===== src/sv/jqsjn_pkg.sv =====
`timescale 1ns / 1ps
// ----------------------------------------------------------------------------
// jqsjn_pkg: shared types and codes of the job queue
// Job entry layout, action, status, order mode and register index codes.
// ----------------------------------------------------------------------------
package jqsjn_pkg;

   // Actions carried by a request item
   localparam logic [2:0] ActAdd    = 3'd0;
   localparam logic [2:0] ActFinish = 3'd1;
   localparam logic [2:0] ActPeek   = 3'd2;
   localparam logic [2:0] ActQuery  = 3'd3;
   localparam logic [2:0] ActRemove = 3'd4;

   // Result status codes
   localparam logic [1:0] StOk       = 2'd0;
   localparam logic [1:0] StFull     = 2'd1;
   localparam logic [1:0] StEmpty    = 2'd2;
   localparam logic [1:0] StNotFound = 2'd3;

   // Service order modes (code 3 acts as priority order)
   localparam logic [1:0] ModePrio = 2'd0;
   localparam logic [1:0] ModeFifo = 2'd1;
   localparam logic [1:0] ModeSjn  = 2'd2;
   localparam logic [1:0] ModeAlt  = 2'd3;

   // Register indexes of the control port
   localparam logic CsrOrderMode  = 1'b0;
   localparam logic CsrSecPerPage = 1'b1;

   localparam logic [7:0]  SecPerPageReset = 8'd5;
   localparam logic [31:0] WaitMax         = 32'hFFFF_FFFF;

   // One stored job
   typedef struct packed {
      logic [7:0]  src;
      logic [7:0]  prio;
      logic [15:0] pages;
      logic [15:0] ident;
   } job_type;

endpackage


===== src/sv/job_queue_priority_fifo_sjn_top.sv =====
`timescale 1ns / 1ps
// A shortest-job query makes a second pass over the slots to sum pages.
// One item at a time; the single slot memory port pair walks one slot per cycle.
// Reset (synchronous, active high) empties the queue, zeroes the id counter,
// sets priority order and 5 seconds per page; slot contents are not cleared.
// ----------------------------------------------------------------------------
// job_queue_priority_fifo_sjn_top: job queue with selectable service order
// Sorted queue in a slot memory, walked by a small sequencer for each action.
// ----------------------------------------------------------------------------
module job_queue_priority_fifo_sjn_top #(
   parameter int DEPTH = 16
) (
   input  logic        clock,
   input  logic        reset,
   input  logic        req_tvalid,
   output logic        req_tready,
   // action[2:0], page_count[18:3], priority_level[26:19], source_id[34:27],
   // target_job[50:35], zero fill
   input  logic [55:0] req_tdata,
   output logic        rsp_tvalid,
   input  logic        rsp_tready,
   // status[1:0], job_ident[17:2], job_pages[33:18], job_priority[41:34],
   // job_source[49:42], wait_seconds[81:50], zero fill
   output logic [87:0] rsp_tdata,
   input  logic        csr_we,
   input  logic        csr_index,
   input  logic [7:0]  csr_wdata
);
   import jqsjn_pkg::*;

   localparam int AW = (DEPTH > 1) ? $clog2(DEPTH) : 1;
   localparam int CW = $clog2(DEPTH + 1);
   localparam int SW = 16 + CW;
   localparam int PW = SW + 8;

   localparam logic [2:0] S_IDLE  = 3'd0;
   localparam logic [2:0] S_FSCAN = 3'd1;
   localparam logic [2:0] S_SHUP  = 3'd2;
   localparam logic [2:0] S_PUT   = 3'd3;
   localparam logic [2:0] S_SHDN  = 3'd4;
   localparam logic [2:0] S_SUM   = 3'd5;
   localparam logic [2:0] S_MUL   = 3'd6;
   localparam logic [2:0] S_DONE  = 3'd7;

   // Control state
   logic [2:0]    state_ff, state_in;
   logic [CW-1:0] occ_ff, occ_in;
   logic [15:0]   nid_ff, nid_in;
   logic [1:0]    order_mode_ff;
   logic [7:0]    spp_ff;
   logic          pend_ff, pend_in;
   logic          rsp_valid_ff, rsp_valid_in;

   // Item and working registers
   logic [2:0]    act_ff, act_in;
   logic [15:0]   pages_ff, pages_in;
   logic [7:0]    prio_ff, prio_in;
   logic [7:0]    src_ff, src_in;
   logic [15:0]   target_ff, target_in;
   logic [CW-1:0] ix_ff, ix_in;
   logic [CW-1:0] lo_ff, lo_in;
   logic [CW-1:0] pos_ff, pos_in;
   logic [AW-1:0] pix_ff, pix_in;
   logic          shup_prio_ff, shup_prio_in;
   job_type       ent_ff, ent_in;
   logic [1:0]    status_ff, status_in;
   logic [SW-1:0] sum_ff, sum_in;
   logic [PW-1:0] prod_ff, prod_in;
   logic [87:0]   rsp_data_ff, rsp_data_in;

   // Slot memory access
   logic          slot_we;
   logic [AW-1:0] slot_waddr;
   job_type       slot_wdata;
   logic [AW-1:0] slot_raddr;
   job_type       slot_rdata;

   logic          req_fire;
   logic          issue;
   logic          exhaust;
   logic          match;
   logic [1:0]    cur_mode;
   logic [31:0]   wait_sat;

   assign req_tready = (state_ff == S_IDLE);
   assign req_fire   = req_tvalid && req_tready;
   assign rsp_tvalid = rsp_valid_ff;
   assign rsp_tdata  = rsp_data_ff;
   assign cur_mode   = (order_mode_ff == ModeAlt) ? ModePrio : order_mode_ff;
   assign wait_sat   = (64'(prod_ff) > 64'(WaitMax)) ? WaitMax : 32'(prod_ff);

   jqsjn_slot_ram #(
      .DEPTH (DEPTH),
      .AW    (AW)
   ) u_slots (
      .clock      (clock),
      .wr_en      (slot_we),
      .wr_addr    (slot_waddr),
      .wr_data    (slot_wdata),
      .rd_addr    (slot_raddr),
      .rd_data_ff (slot_rdata)
   );

   // Pick the slot to read this cycle; forward walks go up, shifts up go down
   always_comb begin
      issue      = 1'b0;
      slot_raddr = AW'(ix_ff);
      case (state_ff)
         S_FSCAN, S_SUM, S_SHDN: begin
            issue = (ix_ff < occ_ff);
         end
         S_SHUP: begin
            issue      = (ix_ff > lo_ff);
            slot_raddr = AW'(ix_ff - CW'(1));
         end
         default: begin
            issue = 1'b0;
         end
      endcase
      exhaust = !issue && !pend_ff;
   end

   // Match rule of the forward walk
   always_comb begin
      case (act_ff)
         ActAdd:              match = (slot_rdata.pages >= pages_ff);
         ActFinish, ActPeek:  match = 1'b1;
         ActQuery, ActRemove: match = (slot_rdata.ident == target_ff);
         default:             match = 1'b0;
      endcase
   end

   // Sequencer
   always_comb begin
      state_in     = state_ff;
      occ_in       = occ_ff;
      nid_in       = nid_ff;
      act_in       = act_ff;
      pages_in     = pages_ff;
      prio_in      = prio_ff;
      src_in       = src_ff;
      target_in    = target_ff;
      lo_in        = lo_ff;
      pos_in       = pos_ff;
      shup_prio_in = shup_prio_ff;
      ent_in       = ent_ff;
      status_in    = status_ff;
      sum_in       = sum_ff;
      prod_in      = prod_ff;
      rsp_data_in  = rsp_data_ff;
      rsp_valid_in = rsp_valid_ff;
      slot_we      = 1'b0;
      slot_waddr   = pix_ff;
      slot_wdata   = slot_rdata;
      pend_in      = issue;
      pix_in       = slot_raddr;
      ix_in        = ix_ff;

      // Advance the walk pointer when a read goes out
      if (issue) begin
         ix_in = (state_ff == S_SHUP) ? ix_ff - CW'(1) : ix_ff + CW'(1);
      end

      // Drop the result once taken
      if (rsp_valid_ff && rsp_tready) begin
         rsp_valid_in = 1'b0;
      end

      case (state_ff)
         S_IDLE: begin
            if (req_fire) begin
               act_in    = req_tdata[2:0];
               pages_in  = req_tdata[18:3];
               prio_in   = req_tdata[26:19];
               src_in    = req_tdata[34:27];
               target_in = req_tdata[50:35];
               status_in = StOk;
               ent_in    = '0;
               sum_in    = '0;
               ix_in     = '0;
               case (req_tdata[2:0])
                  ActAdd: begin
                     if (occ_ff == CW'(DEPTH)) begin
                        status_in = StFull;
                        state_in  = S_DONE;
                     end else begin
                        ent_in = '{src: req_tdata[34:27], prio: req_tdata[26:19],
                                   pages: req_tdata[18:3], ident: nid_ff};
                        nid_in = nid_ff + 16'd1;
                        pos_in = occ_ff;
                        case (cur_mode)
                           ModeSjn: begin
                              state_in = S_FSCAN;
                           end
                           ModeFifo: begin
                              state_in     = S_SHUP;
                              ix_in        = occ_ff;
                              lo_in        = occ_ff;
                              shup_prio_in = 1'b0;
                           end
                           default: begin
                              state_in     = S_SHUP;
                              ix_in        = occ_ff;
                              lo_in        = '0;
                              shup_prio_in = 1'b1;
                           end
                        endcase
                     end
                  end
                  ActFinish, ActPeek: begin
                     if (occ_ff == '0) begin
                        status_in = StEmpty;
                        state_in  = S_DONE;
                     end else begin
                        state_in = S_FSCAN;
                     end
                  end
                  ActQuery, ActRemove: begin
                     state_in = S_FSCAN;
                  end
                  default: begin
                     state_in = S_DONE;
                  end
               endcase
            end
         end

         // Walk forward to the first matching slot, summing pages on the way
         S_FSCAN: begin
            if (pend_ff) begin
               sum_in = sum_ff + SW'(slot_rdata.pages);
            end
            if (pend_ff && match) begin
               pend_in = 1'b0;
               pos_in  = CW'(pix_ff);
               if (act_ff != ActAdd) begin
                  ent_in = slot_rdata;
               end
               case (act_ff)
                  ActAdd: begin
                     state_in     = S_SHUP;
                     ix_in        = occ_ff;
                     lo_in        = CW'(pix_ff);
                     shup_prio_in = 1'b0;
                  end
                  ActFinish, ActRemove: begin
                     state_in = S_SHDN;
                     ix_in    = CW'(pix_ff) + CW'(1);
                  end
                  ActQuery: begin
                     if (cur_mode == ModeSjn) begin
                        state_in = S_SUM;
                        ix_in    = '0;
                        sum_in   = '0;
                     end else begin
                        state_in = S_MUL;
                     end
                  end
                  default: begin
                     state_in = S_DONE;
                  end
               endcase
            end else if (exhaust) begin
               if (act_ff == ActAdd) begin
                  state_in = S_PUT;
                  pos_in   = occ_ff;
               end else begin
                  status_in = StNotFound;
                  state_in  = S_DONE;
               end
            end
         end

         // Move slots up by one from the rear until the insert point
         S_SHUP: begin
            if (pend_ff) begin
               if (!shup_prio_ff || (slot_rdata.prio > prio_ff)) begin
                  slot_we    = 1'b1;
                  slot_waddr = pix_ff + AW'(1);
                  pos_in     = CW'(pix_ff);
               end else begin
                  pend_in  = 1'b0;
                  state_in = S_PUT;
               end
            end else if (exhaust) begin
               state_in = S_PUT;
            end
         end

         // Store the new job at the freed slot
         S_PUT: begin
            slot_we    = 1'b1;
            slot_waddr = AW'(pos_ff);
            slot_wdata = ent_ff;
            occ_in     = occ_ff + CW'(1);
            state_in   = S_DONE;
         end

         // Close the gap left by a removed job
         S_SHDN: begin
            if (pend_ff) begin
               slot_we    = 1'b1;
               slot_waddr = pix_ff - AW'(1);
            end else if (exhaust) begin
               occ_in   = occ_ff - CW'(1);
               state_in = S_DONE;
            end
         end

         // Sum pages of all jobs no longer than the target
         S_SUM: begin
            if (pend_ff && (slot_rdata.pages <= ent_ff.pages)) begin
               sum_in = sum_ff + SW'(slot_rdata.pages);
            end
            if (exhaust) begin
               state_in = S_MUL;
            end
         end

         S_MUL: begin
            prod_in  = PW'(sum_ff) * PW'(spp_ff);
            state_in = S_DONE;
         end

         // Hand the result to the output register once it is free
         S_DONE: begin
            if (!rsp_valid_ff || rsp_tready) begin
               rsp_data_in = {6'd0,
                              ((act_ff == ActQuery) && (status_ff == StOk)) ?
                                 wait_sat : 32'd0,
                              ent_ff.src, ent_ff.prio, ent_ff.pages, ent_ff.ident,
                              status_ff};
               rsp_valid_in = 1'b1;
               state_in     = S_IDLE;
            end
         end

         default: begin
            state_in = S_IDLE;
         end
      endcase
   end

   // Control registers
   always_ff @(posedge clock) begin
      if (reset) begin
         state_ff      <= S_IDLE;
         occ_ff        <= '0;
         nid_ff        <= '0;
         order_mode_ff <= ModePrio;
         spp_ff        <= SecPerPageReset;
         pend_ff       <= 1'b0;
         rsp_valid_ff  <= 1'b0;
      end else begin
         state_ff     <= state_in;
         occ_ff       <= occ_in;
         nid_ff       <= nid_in;
         pend_ff      <= pend_in;
         rsp_valid_ff <= rsp_valid_in;
         if (csr_we) begin
            case (csr_index)
               CsrOrderMode:  order_mode_ff <= csr_wdata[1:0];
               CsrSecPerPage: spp_ff        <= csr_wdata;
               default:       spp_ff        <= spp_ff;
            endcase
         end
      end
   end

   // Payload and working registers
   always_ff @(posedge clock) begin
      act_ff       <= act_in;
      pages_ff     <= pages_in;
      prio_ff      <= prio_in;
      src_ff       <= src_in;
      target_ff    <= target_in;
      ix_ff        <= ix_in;
      lo_ff        <= lo_in;
      pos_ff       <= pos_in;
      pix_ff       <= pix_in;
      shup_prio_ff <= shup_prio_in;
      ent_ff       <= ent_in;
      status_ff    <= status_in;
      sum_ff       <= sum_in;
      prod_ff      <= prod_in;
      rsp_data_ff  <= rsp_data_in;
   end

   // Checks
   a_occ_bound: assert property (@(posedge clock) disable iff (reset)
      occ_ff <= CW'(DEPTH))
      else $error("occupancy above depth");

   a_write_states: assert property (@(posedge clock) disable iff (reset)
      slot_we |-> (state_ff == S_SHUP || state_ff == S_SHDN || state_ff == S_PUT))
      else $error("slot write outside a shift or insert");

   a_occ_stable: assert property (@(posedge clock) disable iff (reset)
      (state_ff != S_PUT && state_ff != S_SHDN) |=> $stable(occ_ff))
      else $error("occupancy changed outside insert or removal");

   a_ident_stable: assert property (@(posedge clock) disable iff (reset)
      !req_fire |=> $stable(nid_ff))
      else $error("job id counter moved without an accepted item");

endmodule


===== src/sv/jqsjn_slot_ram.sv =====
`timescale 1ns / 1ps
// ----------------------------------------------------------------------------
// jqsjn_slot_ram: job slot storage
// One write port and one read port with registered read data.
// ----------------------------------------------------------------------------
module jqsjn_slot_ram #(
   parameter int DEPTH = 16,
   parameter int AW    = 4
) (
   input  logic                clock,
   input  logic                wr_en,
   input  logic [AW-1:0]       wr_addr,
   input  jqsjn_pkg::job_type  wr_data,
   input  logic [AW-1:0]       rd_addr,
   output jqsjn_pkg::job_type  rd_data_ff
);
   import jqsjn_pkg::*;

   job_type mem [DEPTH];

   // Write and read the slot array
   always_ff @(posedge clock) begin
      if (wr_en) begin
         mem[wr_addr] <= wr_data;
      end
      rd_data_ff <= mem[rd_addr];
   end

endmodule

===== config.mk =====
export PLATFORM = sky130hd
export DESIGN_NAME = job_queue_priority_fifo_sjn_top
export DESIGN_NICKNAME = d
export VERILOG_FILES = /design/src/sv/jqsjn_pkg.sv /design/src/sv/job_queue_priority_fifo_sjn_top.sv /design/src/sv/jqsjn_slot_ram.sv
export SDC_FILE = /design/constraint.sdc
export NUM_CORES = 2
export LEC_CHECK = 0
export ABC_AREA = 1
export BUFFER_PORTS_ARGS = -buffer_cell sky130_fd_sc_hd__clkbuf_2
export CELL_PAD_IN_SITES_DETAIL_PLACEMENT = 2
export CELL_PAD_IN_SITES_GLOBAL_PLACEMENT = 2
export CORE_UTILIZATION = 45
export CTS_CLUSTER_DIAMETER = 50
export DETAILED_ROUTE_END_ITERATION = 10
export PLACE_DENSITY_LB_ADDON = 0.1
export SLEW_MARGIN = 20
export SYNTH_ARGS = -nofsm -noshare
export SYNTH_HDL_FRONTEND = slang
export SYNTH_SLANG_ARGS = --single-unit

===== constraint.sdc =====
create_clock -name clock -period 16.8 [get_ports clock]
set_input_delay 3.36 -clock clock [delete_from_list [all_inputs] [get_ports clock]]
set_output_delay 3.36 -clock clock [all_outputs]
set_load 0.02 [all_outputs]

Word level (Yosys, flattened, before mapping)

Memories as Yosys holds them, arrays and structs flattened. A register that Yosys moved wholly into a read port is not among the register bits.
Cells that the tools add are included.

Register bits: 280
Bits in writable memories: 768
Input port bits: 70
Output and inout port bits: 90
Logic and storage cells: 222
Memories: 1

Add/subtract/negate cells: 9
Multiply operators: 1
Order comparisons: 5
Equal/unequal tests: 41
Mux-type cells: 97
Bitwise gates (word level): 2
Reduce and logical (&&, ||, !) cells: 41

Memories:

| memory      | depth | width | rd ports | clocked after Yosys merged registers in | write ports | line                 | RTL |
|---|---|---|---|---|---|---|---|
| u_slots.mem | 16    | 48    | 1        | 1                                       | 1           | jqsjn_slot_ram.sv:19 | `job_type mem [DEPTH];` |

Operators with widths:

| operator              | count |
|---|---|
| $mux 48               | 6 |
| $mux 21               | 6 |
| $pmux 48 s2           | 1 |
| $mux 5                | 15 |
| $pmux 21 s3           | 1 |
| $mux 4                | 12 |
| $pmux 5 s2            | 4 |
| $mux 3                | 13 |
| $mul 21x8->29         | 1 |
| $ne 2x2->1 const B    | 14 |
| $pmux 4 s3            | 2 |
| $add 21x16->21        | 1 |
| $pmux 3 s7            | 1 |
| $eq 3x2->1 const B    | 6 |
| $eq 3x3->1 const B    | 6 |
| $pmux 3 s3            | 2 |
| $mux 1                | 17 |
| $add 16x1->16 const B | 1 |
| $eq 16x16->1          | 1 |
| $ge 16x16->1          | 1 |
| $le 16x16->1          | 1 |
| $mux 2                | 8 |
| $reduce_and 8->1      | 2 |
| $pmux 5 s3            | 1 |
| 33 further kinds      | 73 |

Longest topological paths before layout

Word-level depth: 8
Mapped depth: 23
Mapped depth without buffers: 22

Modules after synthesis

From an unflattened synthesis, not the netlist that was laid out.

Cell total of the unflattened synthesis: 5,572
Area total of the unflattened synthesis: 54,124.4 um^2

By module, submodules not included:

| module                          | times used | cells an instance | area an instance (um^2) | seq. area each (um^2) |
|---|---|---|---|---|
| jqsjn_slot_ram                  | 1          | 3,165             | 33,988.8                | 24,023.0 |
| job_queue_priority_fifo_sjn_top | 1          | 2,407             | 20,135.6                | 7,867.5 |

Worst setup path after synthesis

No wires, ideal clock.

Path kind: input -> register
Start point: input rsp_tready
End point: register rsp_data_ff[0] (netlist: rsp_tdata[0]) (enable)
Setup time: 0.613 ns
Data arrival time: 8.761 ns
Required time: 16.187 ns
Slack: 7.426 ns
Stages: 2
Path buffers: 0
Path through: nor2_1 > nor3_1

Cells in the longest elaborated chain, start to end: 2

Ends and longest elaborated chain:

| what                              | line                                   | RTL |
|---|---|---|
| start: declaration                | job_queue_priority_fifo_sjn_top.sv:21  | `input logic rsp_tready,` |
| $logic_or 1x1->1                  | job_queue_priority_fifo_sjn_top.sv:327 | `if (!rsp_valid_ff \|\| rsp_tready) begin` |
| $reduce_and 2->1 (no source line) | n/a                                    |  |
| end signal: assignment            | job_queue_priority_fifo_sjn_top.sv:386 | `rsp_data_ff <= rsp_data_in;` |
| end: declaration                  | job_queue_priority_fifo_sjn_top.sv:69  | `logic [87:0] rsp_data_ff, rsp_data_in;` |

Every way passes these cells.
A chain may end at the register's enable or synchronous reset.

Final worst setup path

Start point: register state_ff[2]
End point: output req_tready

Cells in the longest elaborated chain, start to end: 1

Ends and longest elaborated chain:

| what                     | line                                   | RTL |
|---|---|---|
| start: declaration       | job_queue_priority_fifo_sjn_top.sv:46  | `logic [2:0] state_ff, state_in;` |
| start signal: assignment | job_queue_priority_fifo_sjn_top.sv:355 | `state_ff <= state_in;` |
| $logic_not 3->1          | job_queue_priority_fifo_sjn_top.sv:85  | `assign req_tready = (state_ff == S_IDLE);` |
| end: declaration         | job_queue_priority_fifo_sjn_top.sv:16  | `output logic req_tready,` |

Every way passes these cells.

==> out/metrics.yaml <==
worst_setup_path_end_kind: "primary output"
synth-edff-count: 1000
drt_iter0_markers: 3001
holdWs_ps: 437
wl_per_cell_um: 28.1
max_stage_delay_ps: 550
leakage_nw: 23.3
fill_cells: 11000
die_area_sq_mm: 0.114
cts_hold_buf: 0
ant_nets: 0
globalRouteTotalUtil_pct: 31.7
yosysMostFrequentCell: "nand2_1"
ir_worst_vdd_uv: 209
maxCapViolCount: 0
yosys_warnings: 0
netlist_top_cells_area: "edfxtp_1 59%, nand2_1 10%, nand3_1 6.2%"
reg2reg_depth: 18
io-pin-count: 160
fin_skew_ps: 41.8
post_cts_buffers: 0
synth_common_cells: "1417 x nand2_1, 1000 x edfxtp_1, 626 x nand3_1, 432 x inv_1, 174 x clkbuf_1"
ys_ff_latch: 1093
power.internal_w: 0.00711
cts.path.max_buffers: 3
status: "finished, final reports clean"
grt_max_degree: 200
synth.distinct_cells: 53
fmax_mhz: 185
ff_latch_area_sq_mm: 0.0319
fin_nets: 5178
hold_viol: 0
cp.arrival_ps: 2030
cp_slowest_cell: "dfxtp_1"
ys_seq_area_share_pct: 62.7
grt_pass1_wl_um: 272000
start_kind: "register"
finalNonFillerCells: 6470
viasPerCell: 5.86
coreArea_sq_mm: 0.111
drtPass1Iterations: 5
hp-class: "register to register"
insertion_delay_ps: 770
drive_above_1_share_pct: 9.84
die_h_um: 338
switching_share_pct: 44.2
power_frac_seq_pct: 32.8
dp.cells: 6216
multi_input_area_sq_mm: 0.0164
htreeDepth: 4
slew_headroom_pct: 19.5
dp_hpwl_um: 104000
crit_path_frequent_cell: "inv_2"
critPathTopFamily: "flip-flops"
stdcell_area_sq_mm: 0.0577
finalSetupViolations: 0
path_cells: "inv_2 > nand2_1 > inv_2 > clkbuf_2"
die_x_um: 338
portBuffers: 145
p_per_area_mw_per_mm2: 221
place_area_sq_mm: 0.0532
worstPathMaxFanout: 10
syn_area_per_cell_sq_um: 10.7
fin_crit_sh_pct: 32.1
rsz0062_at_grt: "no"
pwr-share-clk_pct: 23.0
fin_crit_ps: 5390
worstHoldPathCells: 0
start_util_pct: 45.7
antenna_found_initial: 6
synth_ff_type: "edfxtp_1"
cts-buffers-inserted: 136
postSynthCellCount: 4742
vias: 37900
async_reset_ff_share_pct: 0
num_rows: 122
path_class: "register to primary output"
drt_wl_total_um: 182000
syn-cell-area_sq_mm: 0.0508
synth_largest_area_cell: "edfxtp_1"
cp_num_buf_inv: 3
path_depth: 4
tns_ps: 0
grt_pass1_vias: 42400
path_clk_slew_ps: 60
area_growth_pct: 13.5
tightest_slew_ps: 1210
synth_top_area_share_pct: 59.1
cts_tree: "done"
fin_util_pct: 51.8
worstPathRequired_ps: 13440
cts_root_buf: "clkbuf_16"
ctsResizeCount: 0
cts_sinks: 1093
p_sw_w: 0.00563
drcViolationCount: 0
gr-total-overflow: 0
final_max_slew_viol_count: 0
combPwrFrac_pct: 44.2
gp_congestion: 0.798
-- power groups by stage --
stage | clock network (W) | logic [W] | registers (W)
detailed placement | 0 | 0.00546 | 0.00421
finish | 0.00293 | 0.00564 | 0.00417
global placement | 0 | 0.00509 | 0.00419
global route | 0.00305 | 0.00617 | 0.00419
CTS | 0.00296 | 0.00564 | 0.00417
floorplan | 0 | 0.00363 | 0.00400
-- worst paths after layout --
path               startpoint            end  slack [ps]
hold reg to reg    ent_ff[17]  rsp_tdata[19]         440
setup reg to reg    sum_ff[3]    prod_ff[25]       11470
setup / recovery  state_ff[2]     req_tready       11410
hold / removal     ent_ff[17]  rsp_tdata[19]         440
-- cells by family (layout without fill, tap and decap cells) --
kind of cell             count (synthesis)  after routing  synth area share, %
AND/OR/NAND/NOR                       2261           2261                 18.6
flip-flops                            1093           1093                 62.7
adder cells (fa/ha/maj)                240            240                 7.62
AO/OA/AOI/OAI                          400            400                 4.75
other                                    1             11              0.00738
XOR/XNOR                                52             52                0.896
buffers and inverters                  695            925                 5.40
-- worst register-to-register path, cell delays in order, from the launching register on --
cell and delay (ps):
edfxtp_1 590, nand2_1 130, inv_1 70, fa_1 460, fa_1 500, inv_1 60, fa_1 500, fa_1 500
inv_1 50, ha_1 360, nand2_1 90, o21ai_1 270, a21oi_1 220, o21ai_1 500, a21oi_1 200, o21ai_1 260
nand2_1 140, nand3_1 110, nand2_1 80
-- final cells by class --
class	instances	share of cell area [%]
Sequential cell	1093	55.3
Tap cell	1488	3.23
Clock buffer	191	6.60
Multi-Input combinational cell	2962	28.5
Timing Repair Buffer	229	2.44
Clock inverter	59	1.03
Inverter	446	2.95
Antenna cell	2	0.00868
-- per-layer routing --
metal	wire, um	vias up	global-route usage (%)
li1	-	16400	-
met1	72000	19900	39.1
met2	93400	1270	55.9
met3	9700	404	4.44
met4	6900	6	12.9
met5	35	-	0
-- through the flow --
| step | setup WS [ps] | total power [W] |
|---|---|---|
| global route | 11310 | 0.0134 |
| global placement | 11040 | 0.00928 |
| CTS | 11390 | 0.0128 |
| detailed placement | 10870 | 0.00967 |
| floorplan | 7430 | 0.00763 |
| finish | 11410 | 0.0127 |
-- state kept, by name, summed over array words and instances (netlist names), 16 cells and up --
name and count:
rsp_tdata 79, u_slots.rd_data_ff 48, ent_ff 48, prod_ff 29, u_slots.mem 768, pages_ff 16, target_ff 16, sum_ff 21
nid_ff 16
-- cell usage in the layout (no fill, tap or decap), types with 6 or more instances in the layout --
cell type / instances
buf_4: 80
clkbuf_1: 40
nor2_2: 6
edfxtp_1: 1000
ha_1: 123
nor2_1: 135
nand2_1: 1415
dfxtp_1: 93
xnor2_1: 15
fa_1: 116
clkbuf_16: 140
inv_1: 429
xor2_1: 37
nor2_4: 20
bufinv_16: 8
o22ai_1: 17
a32oi_1: 49
o21bai_1: 6
clkinv_1: 14
nor3_1: 14
a31oi_1: 59
nand4_1: 16
nor4_1: 9
nand3_1: 626
inv_2: 10
clkinv_2: 13
conb_1: 9
clkbuf_2: 145
o21ai_0: 130
o21ai_1: 6
clkbuf_8: 11
a21oi_1: 96
inv_6: 17
Power figures use the tool's default switching activity.
